### config.mk
export PLATFORM = sky130hd
export DESIGN_NAME = cursor_line_edit_buffer
export DESIGN_NICKNAME = d
export VERILOG_FILES = /design/src/rtl/cleb_pkg.sv /design/src/rtl/cleb_cell.sv /design/src/rtl/cursor_line_edit_buffer.sv
export SDC_FILE = /design/constraint.sdc
export NUM_CORES = 1
export LEC_CHECK = 0
export BUFFER_PORTS_ARGS = -buffer_cell sky130_fd_sc_hd__buf_2
export CELL_PAD_IN_SITES_DETAIL_PLACEMENT = 0
export CELL_PAD_IN_SITES_GLOBAL_PLACEMENT = 1
export CORE_MARGIN = 5
export CORE_UTILIZATION = 35
export DETAILED_ROUTE_END_ITERATION = 6
export PLACE_DENSITY_LB_ADDON = 0.08
export SETUP_SLACK_MARGIN = 0.4
export SLEW_MARGIN = 20
export SYNTH_ARGS = -nofsm -noshare
export SYNTH_HDL_FRONTEND = slang
export SYNTH_HIERARCHICAL = 1
export SYNTH_SLANG_ARGS = --single-unit
### constraint.sdc
create_clock -name i_clk -period 8.25 [get_ports i_clk]
set_input_delay 1.65 -clock i_clk [delete_from_list [all_inputs] [get_ports i_clk]]
set_output_delay 1.65 -clock i_clk [all_outputs]
set_load 0.02 [all_outputs]
### src/rtl/cleb_pkg.sv
package cleb_pkg;

    localparam int DEPTH_DEF = 32;
    localparam logic [7:0] NEWLINE_CHAR = 8'h0A;

    typedef enum logic [2:0] {
        OP_INSERT    = 3'd0,
        OP_LEFT      = 3'd1,
        OP_RIGHT     = 3'd2,
        OP_BACKSPACE = 3'd3,
        OP_PRINT     = 3'd4
    } t_opcode;

    typedef enum logic [2:0] {
        CELL_HOLD,
        CELL_LOAD,
        CELL_PREV,
        CELL_NEXT,
        CELL_HEAD
    } t_cell_op;

endpackage

### src/rtl/cleb_cell.sv
module cleb_cell
    import cleb_pkg::*;
(
    input  logic       i_clk,
    input  t_cell_op   i_op,
    input  logic [7:0] i_char,
    input  logic [7:0] i_prev,
    input  logic [7:0] i_next,
    input  logic [7:0] i_head,
    output logic [7:0] o_q
);

    logic [7:0] r_q;

    always_ff @(posedge i_clk) begin
        case (i_op)
            CELL_LOAD: r_q <= i_char;
            CELL_PREV: r_q <= i_prev;
            CELL_NEXT: r_q <= i_next;
            CELL_HEAD: r_q <= i_head;
            default:   r_q <= r_q;
        endcase
    end

    assign o_q = r_q;

endmodule

### src/rtl/cursor_line_edit_buffer.sv
// Line buffer with an edit cursor, held as a row of character cells in text order.
// Slave stream: one command per transfer. tdata[2:0] opcode (insert, left, right,
// backspace, print), tdata[10:3] char for insert; upper bits ignored.
// Master stream: printed characters, one per transfer, in text order, closed by a
// newline with tlast high. tuser carries the sticky dropped-insert flag.
// Edit commands complete as they are taken; insert and backspace shift the cells
// right of the cursor by one place, cursor moves change only the counters.
// During a print the used cells rotate one place per output transfer, cell 0 feeds
// the output register, so after count rotations the text is back in place. No
// command is taken until the newline is in the output register. An insert into
// a full buffer is dropped and sets the sticky flag.
// Reset empties the text and clears the flag and both handshakes; no clearing pass
// is needed. A receiver stall holds the output register and pauses the rotation.
module cursor_line_edit_buffer
    import cleb_pkg::*;
#(
    parameter int DEPTH = DEPTH_DEF
) (
    input  logic        i_clk,
    input  logic        i_rst_n,
    input  logic        i_s_tvalid,
    output logic        o_s_tready,
    input  logic [15:0] i_s_tdata,   // [2:0] opcode, [10:3] char_in, [15:11] zero
    output logic        o_m_tvalid,
    input  logic        i_m_tready,
    output logic [7:0]  o_m_tdata,   // [7:0] char_out
    output logic        o_m_tlast,
    output logic        o_m_tuser    // [0] dropped_any
);

    localparam int CW = $clog2(DEPTH + 1);

    typedef enum logic [1:0] {
        ST_IDLE,
        ST_PRINT
    } t_state;

    t_state        r_state;
    logic [CW-1:0] r_left;
    logic [CW-1:0] r_count;
    logic [CW-1:0] r_rem;
    logic          r_drop;
    logic          r_m_valid;
    logic [7:0]    r_m_data;
    logic          r_m_last;
    logic          r_m_user;

    t_opcode     s_op;
    logic [7:0]  s_char;
    logic        s_acc;
    logic        s_out_free;
    logic        s_do_ins;
    logic        s_do_bs;
    logic        s_rot;
    logic [7:0]  s_q [DEPTH];
    t_cell_op    s_cop [DEPTH];

    assign s_op       = t_opcode'(i_s_tdata[2:0]);
    assign s_char     = i_s_tdata[10:3];
    assign o_s_tready = (r_state == ST_IDLE) && i_rst_n;
    assign s_acc      = i_s_tvalid && o_s_tready;
    assign s_out_free = !r_m_valid || i_m_tready;
    assign s_do_ins   = s_acc && (s_op == OP_INSERT) && (r_count != CW'(DEPTH));
    assign s_do_bs    = s_acc && (s_op == OP_BACKSPACE) && (r_left != '0);
    assign s_rot      = (r_state == ST_PRINT) && s_out_free && (r_rem != '0);

    for (genvar g = 0; g < DEPTH; g++) begin : g_cell
        always_comb begin
            s_cop[g] = CELL_HOLD;
            if (s_do_ins) begin
                if (CW'(g) == r_left) begin
                    s_cop[g] = CELL_LOAD;
                end else if (CW'(g) > r_left) begin
                    s_cop[g] = CELL_PREV;
                end
            end else if (s_do_bs) begin
                if (CW'(g) + CW'(1) >= r_left) begin
                    s_cop[g] = CELL_NEXT;
                end
            end else if (s_rot) begin
                if (CW'(g) + CW'(1) < r_count) begin
                    s_cop[g] = CELL_NEXT;
                end else if (CW'(g) + CW'(1) == r_count) begin
                    s_cop[g] = CELL_HEAD;
                end
            end
        end

        cleb_cell u_cell (
            .i_clk  (i_clk),
            .i_op   (s_cop[g]),
            .i_char (s_char),
            .i_prev ((g == 0) ? 8'h00 : s_q[(g == 0) ? 0 : g - 1]),
            .i_next ((g == DEPTH - 1) ? 8'h00 : s_q[(g == DEPTH - 1) ? g : g + 1]),
            .i_head (s_q[0]),
            .o_q    (s_q[g])
        );
    end

    always_ff @(posedge i_clk) begin
        if (!i_rst_n) begin
            r_state   <= ST_IDLE;
            r_left    <= '0;
            r_count   <= '0;
            r_rem     <= '0;
            r_drop    <= 1'b0;
            r_m_valid <= 1'b0;
        end else begin
            if ((r_state != ST_PRINT) && r_m_valid && i_m_tready) begin
                r_m_valid <= 1'b0;
            end
            case (r_state)
                ST_IDLE: begin
                    if (s_acc) begin
                        case (s_op)
                            OP_INSERT: begin
                                if (s_do_ins) begin
                                    r_left  <= r_left + CW'(1);
                                    r_count <= r_count + CW'(1);
                                end else begin
                                    r_drop <= 1'b1;
                                end
                            end
                            OP_LEFT: begin
                                if (r_left != '0) begin
                                    r_left <= r_left - CW'(1);
                                end
                            end
                            OP_RIGHT: begin
                                if (r_left != r_count) begin
                                    r_left <= r_left + CW'(1);
                                end
                            end
                            OP_BACKSPACE: begin
                                if (s_do_bs) begin
                                    r_left  <= r_left - CW'(1);
                                    r_count <= r_count - CW'(1);
                                end
                            end
                            OP_PRINT: begin
                                r_rem   <= r_count;
                                r_state <= ST_PRINT;
                            end
                            default: begin
                            end
                        endcase
                    end
                end
                ST_PRINT: begin
                    if (s_out_free) begin
                        r_m_valid <= 1'b1;
                        r_m_user  <= r_drop;
                        if (r_rem != '0) begin
                            r_m_data <= s_q[0];
                            r_m_last <= 1'b0;
                            r_rem    <= r_rem - CW'(1);
                        end else begin
                            r_m_data <= NEWLINE_CHAR;
                            r_m_last <= 1'b1;
                            r_state  <= ST_IDLE;
                        end
                    end
                end
                default: r_state <= ST_IDLE;
            endcase
        end
    end

    assign o_m_tvalid = r_m_valid;
    assign o_m_tdata  = r_m_data;
    assign o_m_tlast  = r_m_last;
    assign o_m_tuser  = r_m_user;

`ifndef ASSERT_OFF
    a_cursor_in_text: assert property (@(posedge i_clk) disable iff (!i_rst_n)
        (r_left <= r_count) && (r_count <= CW'(DEPTH)))
        else $error("cursor beyond text or text beyond depth");

    a_last_is_newline: assert property (@(posedge i_clk) disable iff (!i_rst_n)
        o_m_tvalid && o_m_tlast |-> o_m_tdata == NEWLINE_CHAR)
        else $error("closing item is not a newline");

    a_print_blocks_input: assert property (@(posedge i_clk) disable iff (!i_rst_n)
        s_acc && (s_op == OP_PRINT) |=> !o_s_tready)
        else $error("command taken while printing");

    a_rem_bounded: assert property (@(posedge i_clk) disable iff (!i_rst_n)
        (r_state == ST_PRINT) |-> r_rem <= r_count)
        else $error("print count exceeds text length");
`endif

endmodule

==> run metrics <==
crit path DAT 5.37 ns; Post-Syn Area 0.02419 sq mm; register area share after synthesis 34.76%; GR Util All Layers 21.67%; Routed Antenna Nets 0; Leak Pwr 9.736 nW; width of the die 272.9 microns; diode count 0; CP required 8.43 ns; Highest Clock Rate 0.1928 GHz; final RePlAce weighted congestion 0.9001; IO Count 32; H-Tree Depth 2; Post-synth EDFFs 266; Worst Tran Pin Value 1.039 ns; routed len/inst 23.95 microns; Post-synth top flop edfxtp_1; via count 20.64k; # hold bufs at CTS 0; crit path capture type register; vias per cell 5.874; Crit Path Category register to register; xor and xnor area share after synthesis 1.630%; clk slew on worst S/H paths 0.06 ns; DR pass1 iterations 5; leading cell type in the layout, fill and taps excluded nand2_1; setup TNS 0 ns; adder-cell share of the synthesized area 0.6208%; largest net degree at the start of global routing 65; initial antenna violation count 5; post-DP HPWL 56.68 mm; Hold Vio Cnt, Final 0; top fanout value on the critical path 25; Post-Route WL 84.12 mm; critical path startpoint category register; ratio of cells with drive above 1 in the final layout 18.75%; final setup fails 0; VDD IR max 132.7 uV; ys async rst share 0%; Max Slew Vio Count 0; Slew headroom 30.20%; Final Cycle Share 62.88%; main combinational cell family by area after synthesis compound AO/OA/AOI/OAI gates; Root Buffer clkbuf_16; MaxCap Viol Count 0; Post-Synth Simple-Gate Area 21.75%; Post-CTS Setup Bufs 0; clock sinks 287; status finished, final reports clean; area of the core 0.06859 sq mm; Yosys reg bits 287; post-CTS resize count 0; CTS Buf Count 40; clk_skew 0.02041 ns; RSZ-0062 raised after global routing false; Port Buffer Count 26; area delta synth->final 7.252%; total gr overflow 0; fill cell count 6823; Residual DRC 0; site row count 96; CTS tree yes; power per cell area 147.0 mW/mm^2; Worst-Skew Late Latency 0.56 ns; post-route insts no fill 3513; synth warn 6; Die H 272.9 microns; total power draw 3.814 mW; most frequent cells in the layout 327 x nand2_1, 326 x nor2_1, 266 x edfxtp_1; Mapped Cells 2599; Iter 0 DRT Violations 1879; mux cell area share after synthesis 10.72%; NumNets Final 2586; Max Buffers Root-to-Sink 3; starting density of the core 35.27%; DIE AREA 0.07446 sq mm; Placed Cells 3442; Compound-Gate Fraction of Synth Area 22.87%; vias in the first global route 19.11k; worst hold path class register to register; minimum clock period 5.187 ns; post-synthesis area per instance 9.306 sq um; first-pass GRT wire length 126.3 mm; Synth cell types 76
[logic make-up after synthesis]
| logic type | Yosys count |
|---|---|
| fa+ha+maj | 12 |
| mux | 259 |
| other cells | 1 |
| xor+xnor | 45 |
| flops | 287 |
| buf+inv | 251 |
| compound gates | 703 |
| simple gates | 1041 |
[path summary, 6_finish.rpt]
path	from	to	slack (ns)	cells after the start
hold / removal	r_drop	o_m_tuser	0.47	0
hold reg to reg	r_drop	o_m_tuser	0.47	0
setup / recovery	r_count[0]	g_cell[4].u_cell/o_q[1]	3.06	10
setup reg to reg	r_count[0]	g_cell[4].u_cell/o_q[1]	3.06	10
[through the flow]
step                utilization [%]  instance area, sq um  worst slack [ns]  hold slack [ns]
finish                        37.82                 25940             3.063           0.4678
detailed placement            35.99                 24680             2.611           0.4462
CTS                           37.80                 25920             3.115           0.4715
global route                  37.82                 25940             2.777           0.4819
global placement              35.99                 24680             2.712           0.4543
floorplan                         -                 24240             3.931           0.4091
[synth_stat cells, drive strengths merged (8+ instances only)]
master	n	area share, %
nor2	361	6.0
dfxtp	21	1.7
a21oi	52	1.1
inv	14	0.22
edfxtp	266	33
o211ai	267	9.0
o31ai	9	0.28
mux2i	259	11
nand2b	10	0.26
xnor2	44	1.6
nand3	10	0.21
and2	8	0.21
nor2b	13	0.34
o21ai	56	1.2
a211o	256	9.3
buf	114	5.2
nor3	19	0.41
ha	12	0.62
a31oi	18	0.47
clkbuf	123	2.2
or3	261	8.2
nand2	328	5.1
[routing by layer]
layer	share of wire, %	track usage (%)	vias to the layer above
li1	-	-	9719
met1	50	34.05	10200
met2	42	31.69	640
met3	6.1	3.301	75
met4	1.5	3.576	4
met5	0.031	0	-
[layout make-up]
| type | instances | area, sq um | share of cell area, % |
|---|---|---|---|
| multi-input combinational | 2076 | 14120 | 54.44 |
| sequential | 287 | 8408 | 32.41 |
| tap | 931 | 1165 | 4.490 |
| clock buffer | 56 | 1102 | 4.249 |
| timing repair buffer | 135 | 954.7 | 3.680 |
| clock inverter | 14 | 136.4 | 0.5257 |
| inverter | 14 | 52.55 | 0.2026 |
[report_power, final]
part / total (mW) / internal, mW / switching, mW
Clock: 1.70 / 1.02 / 0.686
Sequential: 1.67 / 1.64 / 0.0356
Combinational: 0.438 / 0.172 / 0.267
Total: 3.81 / 2.83 / 0.988
[worst max-delay path, stage by stage, from the launching register on]
cell	delay [ns]
dfxtp_1	0.64
inv_1	0.31
ha_1	0.38
and3b_1	0.31
a2111oi_4	0.75
buf_4	0.33
nand2_2	0.18
or2_4	0.38
nand2_1	0.57
nor2_2	0.23
xnor2_1	0.71
[registers in the layout, indices dropped and copies added, names as in the netlist]
register,cells
g_cell.u_cell/o_q,256
o_m_tdata,8
r_count,6
r_left,6
r_rem,6
o_m_tlast,1
o_m_tuser,1
o_m_tvalid,1
r_drop,1
r_state,1
(Power assumes the default switching activity.)
